### src/rtl/scene_hierarchy_bytecode_decoder_top_assert.svh
// Assertion macros for the scene hierarchy bytecode decoder.
`ifndef SCENE_HIERARCHY_BYTECODE_DECODER_TOP_ASSERT_SVH
`define SCENE_HIERARCHY_BYTECODE_DECODER_TOP_ASSERT_SVH
`ifndef SYNTHESIS
`define SHBD_ASSERT(lbl, clk, rstn, prop, msg) \
    lbl: assert property (@(posedge clk) disable iff (!rstn) prop) else $error(msg);
`define SHBD_ASSERT_NR(lbl, clk, prop, msg) \
    lbl: assert property (@(posedge clk) prop) else $error(msg);
`else
`define SHBD_ASSERT(lbl, clk, rstn, prop, msg)
`define SHBD_ASSERT_NR(lbl, clk, prop, msg)
`endif
`endif

### src/rtl/shbd_pkg.sv
// Package: codes, payload types and control structs of the bytecode decoder.
`default_nettype none
package shbd_pkg;

    localparam int DEFAULT_STACK_DEPTH = 64;
    localparam int WORD_W = 16;
    localparam int KIND_W = 2;

    localparam logic [WORD_W-1:0] OP_END      = 16'h0000;
    localparam logic [WORD_W-1:0] OP_OPEN     = 16'h0001;
    localparam logic [WORD_W-1:0] OP_CLOSE    = 16'h0002;
    localparam logic [WORD_W-1:0] OP_JOINT    = 16'h0010;
    localparam logic [WORD_W-1:0] OP_MATERIAL = 16'h0011;
    localparam logic [WORD_W-1:0] OP_SHAPE    = 16'h0012;

    localparam logic [KIND_W-1:0] KIND_NONE     = 2'd0;
    localparam logic [KIND_W-1:0] KIND_JOINT    = 2'd1;
    localparam logic [KIND_W-1:0] KIND_MATERIAL = 2'd2;
    localparam logic [KIND_W-1:0] KIND_SHAPE    = 2'd3;

    localparam logic [2:0] EV_NONE    = 3'd0;
    localparam logic [2:0] EV_LINK    = 3'd1;
    localparam logic [2:0] EV_DISPLAY = 3'd2;
    localparam logic [2:0] EV_ERROR   = 3'd3;
    localparam logic [2:0] EV_END     = 3'd4;

    localparam logic [2:0] ERR_NONE      = 3'd0;
    localparam logic [2:0] ERR_OPCODE    = 3'd1;
    localparam logic [2:0] ERR_MATERIAL  = 3'd2;
    localparam logic [2:0] ERR_UNDERFLOW = 3'd3;
    localparam logic [2:0] ERR_OVERFLOW  = 3'd4;

    typedef struct packed {
        logic [WORD_W-1:0] opcode;
        logic [WORD_W-1:0] index;
    } cmd_t;

    typedef struct packed {
        logic [2:0]        event_res;
        logic [WORD_W-1:0] parent_joint;
        logic [WORD_W-1:0] child_joint;
        logic [WORD_W-1:0] material;
        logic [WORD_W-1:0] shape;
        logic [2:0]        error_code;
    } res_t;

    typedef struct packed {
        logic clear;
        logic push;
        logic pop;
    } stack_ctl_t;

    typedef struct packed {
        logic              clear;
        logic              joint_we;
        logic              material_we;
        logic              kind_we;
        logic [KIND_W-1:0] kind;
    } state_upd_t;

endpackage
`default_nettype wire

### src/rtl/shbd_stack.sv
// LIFO stack in a memory with a registered top-of-stack word.
`default_nettype none
`include "scene_hierarchy_bytecode_decoder_top_assert.svh"
module shbd_stack
    import shbd_pkg::*;
#(
    parameter int STACK_DEPTH = DEFAULT_STACK_DEPTH,
    parameter int DATA_W = WORD_W,
    localparam int AW = $clog2(STACK_DEPTH),
    localparam int LW = $clog2(STACK_DEPTH + 1)
) (
    input  wire logic              aclk,
    input  wire logic              aresetn,
    input  wire stack_ctl_t        ctl,
    input  wire logic [DATA_W-1:0] wdata,
    output logic      [LW-1:0]     level,
    output logic      [DATA_W-1:0] top
);

    logic [DATA_W-1:0] mem [STACK_DEPTH];
    logic [LW-1:0]     level_reg;
    logic [LW-1:0]     level_next;
    logic [LW-1:0]     below_next;
    logic [DATA_W-1:0] top_reg;
    logic              wr_en;

    always_comb begin
        if (ctl.clear) begin
            level_next = '0;
        end else if (ctl.push) begin
            level_next = level_reg + LW'(1);
        end else if (ctl.pop) begin
            level_next = level_reg - LW'(1);
        end else begin
            level_next = level_reg;
        end
    end

    assign below_next = level_next - LW'(1);
    assign wr_en      = ctl.push && !ctl.clear;

    always_ff @(posedge aclk) begin
        if (!aresetn) begin
            level_reg <= '0;
        end else begin
            level_reg <= level_next;
        end
    end

    // top word follows the new level; a push bypasses the memory
    always_ff @(posedge aclk) begin
        if (wr_en) begin
            mem[level_reg[AW-1:0]] <= wdata;
        end
        if (wr_en) begin
            top_reg <= wdata;
        end else begin
            top_reg <= mem[below_next[AW-1:0]];
        end
    end

    assign level = level_reg;
    assign top   = top_reg;

    `SHBD_ASSERT(a_level_bound, aclk, aresetn, level_reg <= LW'(STACK_DEPTH), "level past depth")
    `SHBD_ASSERT(a_no_push_full, aclk, aresetn, wr_en |-> level_reg != LW'(STACK_DEPTH), "push on full")
    `SHBD_ASSERT(a_no_pop_empty, aclk, aresetn, (ctl.pop && !ctl.clear) |-> level_reg != '0, "pop on empty")
    `SHBD_ASSERT(a_push_grows, aclk, aresetn, wr_en |=> level_reg == $past(level_reg) + LW'(1), "push lost")

endmodule
`default_nettype wire

### src/rtl/shbd_decode.sv
// Command decode: result and state updates for one bytecode command.
`default_nettype none
module shbd_decode
    import shbd_pkg::*;
#(
    parameter int STACK_DEPTH = DEFAULT_STACK_DEPTH,
    localparam int LW = $clog2(STACK_DEPTH + 1)
) (
    input  wire logic              fire,
    input  wire cmd_t              cmd,
    input  wire logic [WORD_W-1:0] material_count,
    input  wire logic [WORD_W-1:0] current_joint,
    input  wire logic [WORD_W-1:0] current_material,
    input  wire logic [KIND_W-1:0] last_kind,
    input  wire logic [KIND_W-1:0] kind_top,
    input  wire logic [LW-1:0]     kind_level,
    input  wire logic [WORD_W-1:0] joint_top,
    input  wire logic [LW-1:0]     joint_level,
    output res_t                   res,
    output stack_ctl_t             kind_ctl,
    output stack_ctl_t             joint_ctl,
    output state_upd_t             upd
);

    stack_ctl_t kind_c;
    stack_ctl_t joint_c;
    state_upd_t upd_c;
    logic       after_joint;

    assign after_joint = (last_kind == KIND_JOINT);

    always_comb begin
        res     = '0;
        kind_c  = '0;
        joint_c = '0;
        upd_c   = '0;
        case (cmd.opcode)
            OP_END: begin
                res.event_res = EV_END;
                kind_c.clear  = 1'b1;
                joint_c.clear = 1'b1;
                upd_c.clear   = 1'b1;
            end
            OP_OPEN: begin
                if (kind_level == LW'(STACK_DEPTH) ||
                    (after_joint && joint_level == LW'(STACK_DEPTH))) begin
                    res.event_res  = EV_ERROR;
                    res.error_code = ERR_OVERFLOW;
                end else begin
                    kind_c.push  = 1'b1;
                    joint_c.push = after_joint;
                end
            end
            OP_CLOSE: begin
                if (kind_level == '0) begin
                    res.event_res  = EV_ERROR;
                    res.error_code = ERR_UNDERFLOW;
                end else begin
                    kind_c.pop  = 1'b1;
                    joint_c.pop = (kind_top == KIND_JOINT) && (joint_level != '0);
                end
            end
            OP_JOINT: begin
                if (joint_level != '0) begin
                    res.event_res    = EV_LINK;
                    res.parent_joint = joint_top;
                    res.child_joint  = cmd.index;
                end
                upd_c.joint_we = 1'b1;
                upd_c.kind_we  = 1'b1;
                upd_c.kind     = KIND_JOINT;
            end
            OP_MATERIAL: begin
                upd_c.material_we = 1'b1;
                upd_c.kind_we     = 1'b1;
                upd_c.kind        = KIND_MATERIAL;
            end
            OP_SHAPE: begin
                if (current_material >= material_count) begin
                    res.event_res  = EV_ERROR;
                    res.error_code = ERR_MATERIAL;
                end else begin
                    res.event_res   = EV_DISPLAY;
                    res.child_joint = current_joint;
                    res.material    = current_material;
                    res.shape       = cmd.index;
                    upd_c.kind_we   = 1'b1;
                    upd_c.kind      = KIND_SHAPE;
                end
            end
            default: begin
                res.event_res  = EV_ERROR;
                res.error_code = ERR_OPCODE;
            end
        endcase
    end

    assign kind_ctl  = fire ? kind_c : '0;
    assign joint_ctl = fire ? joint_c : '0;
    assign upd       = fire ? upd_c : '0;

endmodule
`default_nettype wire

### src/rtl/scene_hierarchy_bytecode_decoder_top.sv
// Scene hierarchy bytecode decoder: command register, decode, result register.
// Throughput: one command per cycle, but a command waits in the command register
// while a held result is not taken; the kind and joint stacks are memories with
// a registered top word that is refilled by the same edge that moves the level.
// Reset (aresetn low, synchronous): pipeline empty, stacks empty, current joint,
// material and last kind cleared, material_count zero.
`default_nettype none
`include "scene_hierarchy_bytecode_decoder_top_assert.svh"
module scene_hierarchy_bytecode_decoder_top
    import shbd_pkg::*;
#(
    parameter int STACK_DEPTH = DEFAULT_STACK_DEPTH
) (
    input  wire logic              aclk,
    input  wire logic              aresetn,
    input  wire logic              s_valid,
    output logic                   s_ready,
    input  wire cmd_t              s_data,
    output logic                   m_valid,
    input  wire logic              m_ready,
    output res_t                   m_data,
    input  wire logic              cfg_valid,
    output logic                   cfg_ready,
    input  wire logic [WORD_W-1:0] cfg_data
);

    localparam int LW = $clog2(STACK_DEPTH + 1);

    cmd_t              cmd_reg;
    logic              cmd_valid_reg;
    logic              cmd_valid_next;
    res_t              res_reg;
    logic              res_valid_reg;
    logic              res_valid_next;
    logic [WORD_W-1:0] mcount_reg;
    logic [WORD_W-1:0] joint_reg;
    logic [WORD_W-1:0] joint_next;
    logic [WORD_W-1:0] material_reg;
    logic [WORD_W-1:0] material_next;
    logic [KIND_W-1:0] kind_reg;
    logic [KIND_W-1:0] kind_next;

    logic              advance;
    logic              s_fire;
    res_t              res;
    stack_ctl_t        kind_ctl;
    stack_ctl_t        joint_ctl;
    state_upd_t        upd;
    logic [KIND_W-1:0] kind_top;
    logic [LW-1:0]     kind_level;
    logic [WORD_W-1:0] joint_top;
    logic [LW-1:0]     joint_level;

    assign advance   = cmd_valid_reg && (!res_valid_reg || m_ready);
    assign s_ready   = !cmd_valid_reg || advance;
    assign s_fire    = s_valid && s_ready;
    assign cfg_ready = 1'b1;

    shbd_decode #(
        .STACK_DEPTH(STACK_DEPTH)
    ) u_decode (
        .fire             (advance),
        .cmd              (cmd_reg),
        .material_count   (mcount_reg),
        .current_joint    (joint_reg),
        .current_material (material_reg),
        .last_kind        (kind_reg),
        .kind_top         (kind_top),
        .kind_level       (kind_level),
        .joint_top        (joint_top),
        .joint_level      (joint_level),
        .res              (res),
        .kind_ctl         (kind_ctl),
        .joint_ctl        (joint_ctl),
        .upd              (upd)
    );

    shbd_stack #(
        .STACK_DEPTH(STACK_DEPTH),
        .DATA_W     (KIND_W)
    ) u_kind_stack (
        .aclk   (aclk),
        .aresetn(aresetn),
        .ctl    (kind_ctl),
        .wdata  (kind_reg),
        .level  (kind_level),
        .top    (kind_top)
    );

    shbd_stack #(
        .STACK_DEPTH(STACK_DEPTH),
        .DATA_W     (WORD_W)
    ) u_joint_stack (
        .aclk   (aclk),
        .aresetn(aresetn),
        .ctl    (joint_ctl),
        .wdata  (joint_reg),
        .level  (joint_level),
        .top    (joint_top)
    );

    always_comb begin
        cmd_valid_next = cmd_valid_reg;
        if (s_fire) begin
            cmd_valid_next = 1'b1;
        end else if (advance) begin
            cmd_valid_next = 1'b0;
        end
        res_valid_next = res_valid_reg;
        if (advance) begin
            res_valid_next = 1'b1;
        end else if (m_ready) begin
            res_valid_next = 1'b0;
        end
        joint_next    = joint_reg;
        material_next = material_reg;
        kind_next     = kind_reg;
        if (upd.clear) begin
            joint_next    = '0;
            material_next = '0;
            kind_next     = KIND_NONE;
        end else begin
            if (upd.joint_we) begin
                joint_next = cmd_reg.index;
            end
            if (upd.material_we) begin
                material_next = cmd_reg.index;
            end
            if (upd.kind_we) begin
                kind_next = upd.kind;
            end
        end
    end

    always_ff @(posedge aclk) begin
        if (!aresetn) begin
            cmd_valid_reg <= 1'b0;
            res_valid_reg <= 1'b0;
            mcount_reg    <= '0;
            joint_reg     <= '0;
            material_reg  <= '0;
            kind_reg      <= KIND_NONE;
        end else begin
            cmd_valid_reg <= cmd_valid_next;
            res_valid_reg <= res_valid_next;
            joint_reg     <= joint_next;
            material_reg  <= material_next;
            kind_reg      <= kind_next;
            if (cfg_valid && cfg_ready) begin
                mcount_reg <= cfg_data;
            end
        end
    end

    always_ff @(posedge aclk) begin
        if (s_fire) begin
            cmd_reg <= s_data;
        end
        if (advance) begin
            res_reg <= res;
        end
    end

    assign m_valid = res_valid_reg;
    assign m_data  = res_reg;

    `SHBD_ASSERT(a_err_has_code, aclk, aresetn,
        (res_valid_reg && res_reg.event_res == EV_ERROR) |-> res_reg.error_code != ERR_NONE,
        "error without code")
    `SHBD_ASSERT(a_ok_no_code, aclk, aresetn,
        (res_valid_reg && res_reg.event_res != EV_ERROR) |-> res_reg.error_code == ERR_NONE,
        "code on non-error")
    `SHBD_ASSERT(a_ready_when_empty, aclk, aresetn, !cmd_valid_reg |-> s_ready,
        "stall with empty command register")
    `SHBD_ASSERT(a_end_clears, aclk, aresetn,
        (advance && cmd_reg.opcode == OP_END) |=> (kind_level == '0 && joint_level == '0),
        "terminate left stack")

endmodule
`default_nettype wire

### config.mk
export PLATFORM = sky130hd
export DESIGN_NAME = scene_hierarchy_bytecode_decoder_top
export DESIGN_NICKNAME = d
export VERILOG_FILES = /design/src/rtl/shbd_pkg.sv /design/src/rtl/shbd_stack.sv /design/src/rtl/shbd_decode.sv /design/src/rtl/scene_hierarchy_bytecode_decoder_top.sv
export VERILOG_INCLUDE_DIRS = /design/src /design/src/rtl
export SDC_FILE = /design/constraint.sdc
export NUM_CORES = 1
export LEC_CHECK = 0
export BUFFER_PORTS_ARGS = -buffer_cell sky130_fd_sc_hd__clkbuf_2
export CORE_ASPECT_RATIO = 1.25
export CORE_MARGIN = 2
export CORE_UTILIZATION = 45
export CTS_CLUSTER_DIAMETER = 50
export DETAILED_ROUTE_END_ITERATION = 10
export SETUP_SLACK_MARGIN = 0.2
export SLEW_MARGIN = 20
export SYNTH_ARGS = -nofsm -noshare
export SYNTH_HDL_FRONTEND = slang
export SYNTH_SLANG_ARGS = --single-unit
### constraint.sdc
create_clock -name aclk -period 4.9 [get_ports aclk]
set_input_delay 0.245 -clock aclk [delete_from_list [all_inputs] [get_ports aclk]]
set_output_delay 0.245 -clock aclk [all_outputs]
set_load 0.02 [all_outputs]
==> metrics <==
Post-Syn Instances=2532; clock sink count=1332; worst setup path class=reg -> reg; vias in the first global route=26.17k; Tcrit/Tclk final=0.8463; Setup WS post-layout=0.7530 ns; Clock power frac=0.433; Max VDD drop=0.3555 mV; row cnt=138; Slew HR=0.2560; Cell Pwr Density=395.2 nW/um^2; Reg2Reg Setup Slack=0.75 ns; Total Nets Final=2899; post-route ant nets=0; Min-Delay Endpoint=mcount_reg[4]$_SDFFE_PN0P_; Total Wirelength=120400 um; Sw Ratio=0.2072; sequential area share after synthesis=0.7616; HP Class=in -> reg; Hold Path Depth=3; reg2reg end=u_joint_stack.mem[50][1]$_DFFE_PP_; fin. max-slew vios=0; Synth top cells by count=edfxtp_1 (1254), mux4_2 (336), nor2_1 (175); min Tclk post-route=4.147 ns; root buf cell=clkbuf_16; Synth top area share=0.7312; P_int=18.59 mW; CP Launch Type=flop; global route overflow=0; TritonCTS Buffers=133; mean number of vias per cell=5.734; first-pass GRT wire length=177200 um; Post-Route Utilization=0.5230; Yosys warnings=0; top routing layer in use=met5; DR WL met3=7273 um; slew of the pin with the lowest slew margin=1.116 ns; leak pwr=22.18 nW; clock buffer depth=3; Final TNS setup=0 ns; mapped cell area=51500 um^2; critical path fanouts, max=16; M1 WL=47660 um; syn nets=2609; Synth Register Bits=1332; switching power=4.858 mW; Clock H-tree levels=4; # DRC=0; DR pass1 iterations=6; Placer Congestion=0.8104; detailed placement HPWL=75310 um; Avg Cell Area, Syn=20.34 um^2; CTS tree=built; reg2reg start=cmd_reg[19]$_DFFE_PP_; # setup viols final=0; worst reg2reg path depth=9; status=finished clean; max reg flops=1024; total global-route track usage=0.2090; Power Total=23.44 mW; RSZ-0062 raised after global routing=no; height of the chip=382.2 um; dpl cells=4105; Die W=306.6 um; clock slew at reported path FFs=0.07 ns; detailed-route via count=25.24k; Max Cap Viol=0; endpoint type of the worst setup path=flop; die area=117200 um^2; most common cell in the netlist=edfxtp_1; Wirelength per Cell=27.36 um; area leader, netlist=edfxtp_1; initial antenna violation count=5; DP Worst Slack=0.8379 ns; Worst Path Required=5.32 ns; Post-synth EDFFs=1254; top cells by area, synth=edfxtp_1 (73%), mux4_2 (15%), dfxtp_1 (3.0%); Final Skew=0.02949 ns; Clock Latency Late Sink=0.76 ns; Reg power frac=0.531; Hold Fails Final Rpt=0; Comb pwr share=0.036; maximum number of pins on one net before global-route repair=75; hold path start=cfg_valid; Layout fillers=8724; P&R area growth vs syn=15.21%; met2 WL=62090 um; Synth cell types=71; DR iter-0 viols=2461; CP arrival=4.56 ns; Max Fclk=241.1 MHz; fin cells=4401; port bufs=124; Core Box Area=113400 um^2; Starting Density=0.4539; ys flop type=edfxtp_1; I/O pin cnt=126; ratio of cells with drive above 1 in the final layout=0.2734; Post-synth ARST share=0
-- how the worst max path moves through the flow --
stage | startpoint | end | slack (ns) | depth (start not counted)
global placement | cmd_reg[19]$_DFFE_PP_ | u_joint_stack.mem[53][0]$_DFFE_PP_ | 0.90 | 8
finish | cmd_reg[19]$_DFFE_PP_ | u_joint_stack.mem[50][1]$_DFFE_PP_ | 0.75 | 9
global route | cmd_reg[19]$_DFFE_PP_ | u_joint_stack.mem[34][4]$_DFFE_PP_ | 0.49 | 9
floorplan | m_valid$_SDFFE_PN0P_ | u_joint_stack.mem[25][0]$_DFFE_PP_ | 0.76 | 10
CTS | cmd_reg[19]$_DFFE_PP_ | u_joint_stack.mem[50][1]$_DFFE_PP_ | 0.81 | 9
detailed placement | cmd_reg[19]$_DFFE_PP_ | u_joint_stack.mem[53][1]$_DFFE_PP_ | 0.84 | 8
-- layout by cell type, fill, tap and decap left out, types with 12 or more instances in the layout --
| master | n |
|---|---|
| a21oi_1 | 41 |
| a22o_1 | 16 |
| and2_1 | 54 |
| buf_4 | 93 |
| bufinv_16 | 12 |
| clkbuf_1 | 28 |
| clkbuf_16 | 138 |
| clkbuf_2 | 124 |
| clkinv_1 | 18 |
| clkinv_2 | 23 |
| dfxtp_1 | 56 |
| dlygate4sd3_1 | 52 |
| edfxtp_1 | 1254 |
| ha_1 | 24 |
| inv_1 | 42 |
| inv_6 | 12 |
| mux2i_1 | 16 |
| mux4_2 | 336 |
| nand2_1 | 102 |
| nand3_1 | 24 |
| nor2_1 | 175 |
| nor2b_1 | 22 |
| nor3_1 | 32 |
| nor3b_1 | 30 |
| o21ai_0 | 15 |
| or3_1 | 12 |
| xnor2_1 | 12 |
-- logic make-up (layout without fill, tap and decap cells) --
| family | Yosys count | count (layout) | synth area share |
|---|---|---|---|
| AOI/OAI and AO/OA | 131 | 131 | 0.01788 |
| xor gates and xnor gates | 18 | 18 | 0.003061 |
| adders and majority gates | 24 | 24 | 0.005831 |
| buffers and inverters | 168 | 566 | 0.01295 |
| DFF | 1332 | 1332 | 0.7616 |
| muxes | 353 | 353 | 0.1503 |
| other | 1 | 2 | 0.00007282 |
| and+or+nand+nor | 505 | 505 | 0.04835 |
-- power by group through the flow --
stage | combinational [mW] | sequential [mW] | clock (mW)
floorplan | 0.638 | 12.6 | 0
global placement | 0.820 | 12.7 | 0
finish | 0.848 | 12.5 | 10.1
detailed placement | 0.828 | 12.7 | 0
CTS | 0.861 | 12.5 | 10.3
global route | 0.894 | 12.5 | 10.7
-- timing repair --
item | 4_1_cts | 5_1_grt
hold endpoints to repair | 52 | 0
resized for setup | 0 | 0
setup buffers | 0 | 0
hold buffers | 52 | 0
-- worst max-delay path: stages, from the launching register on --
cell and delay, ns:
edfxtp_1 0.36, nor4_1 0.43, nand4_1 0.27, or3_1 0.47, or3_1 0.54, nor4_1 0.55, nand3_1 0.47, buf_4 0.32
nor2_1 0.11, buf_4 0.28
-- layer usage --
metal  vias to the layer above  track usage
met1                     13330       0.2687
li1                      10890            -
met2                       836       0.3575
met3                       173      0.04147
met4                         2      0.06899
met5                         -            0
-- stage by stage --
stage          hold slack, ns  cell area [um^2]
4_1_cts                0.1014             59300
2_1_floorplan          0.3439             51500
3_5_place_dp           0.4236             54430
6_report               0.1369             59330
3_3_place_gp           0.4218             54430
5_1_grt                0.1606             59330
-- final cells by class --
class / count / area, um^2 / share of cell area
tap: 1470 / 1839 / 0.03100
antenna: 1 / 2.502 / 0.00004218
multi-input combinational: 1032 / 11660 / 0.1965
timing repair buffer: 279 / 2039 / 0.03438
sequential: 1332 / 39270 / 0.6620
clock buffer: 169 / 3600 / 0.06068
clock inverter: 74 / 748.2 / 0.01261
inverter: 44 / 168.9 / 0.002847
Note: power is estimated with default switching activity, not from simulation.
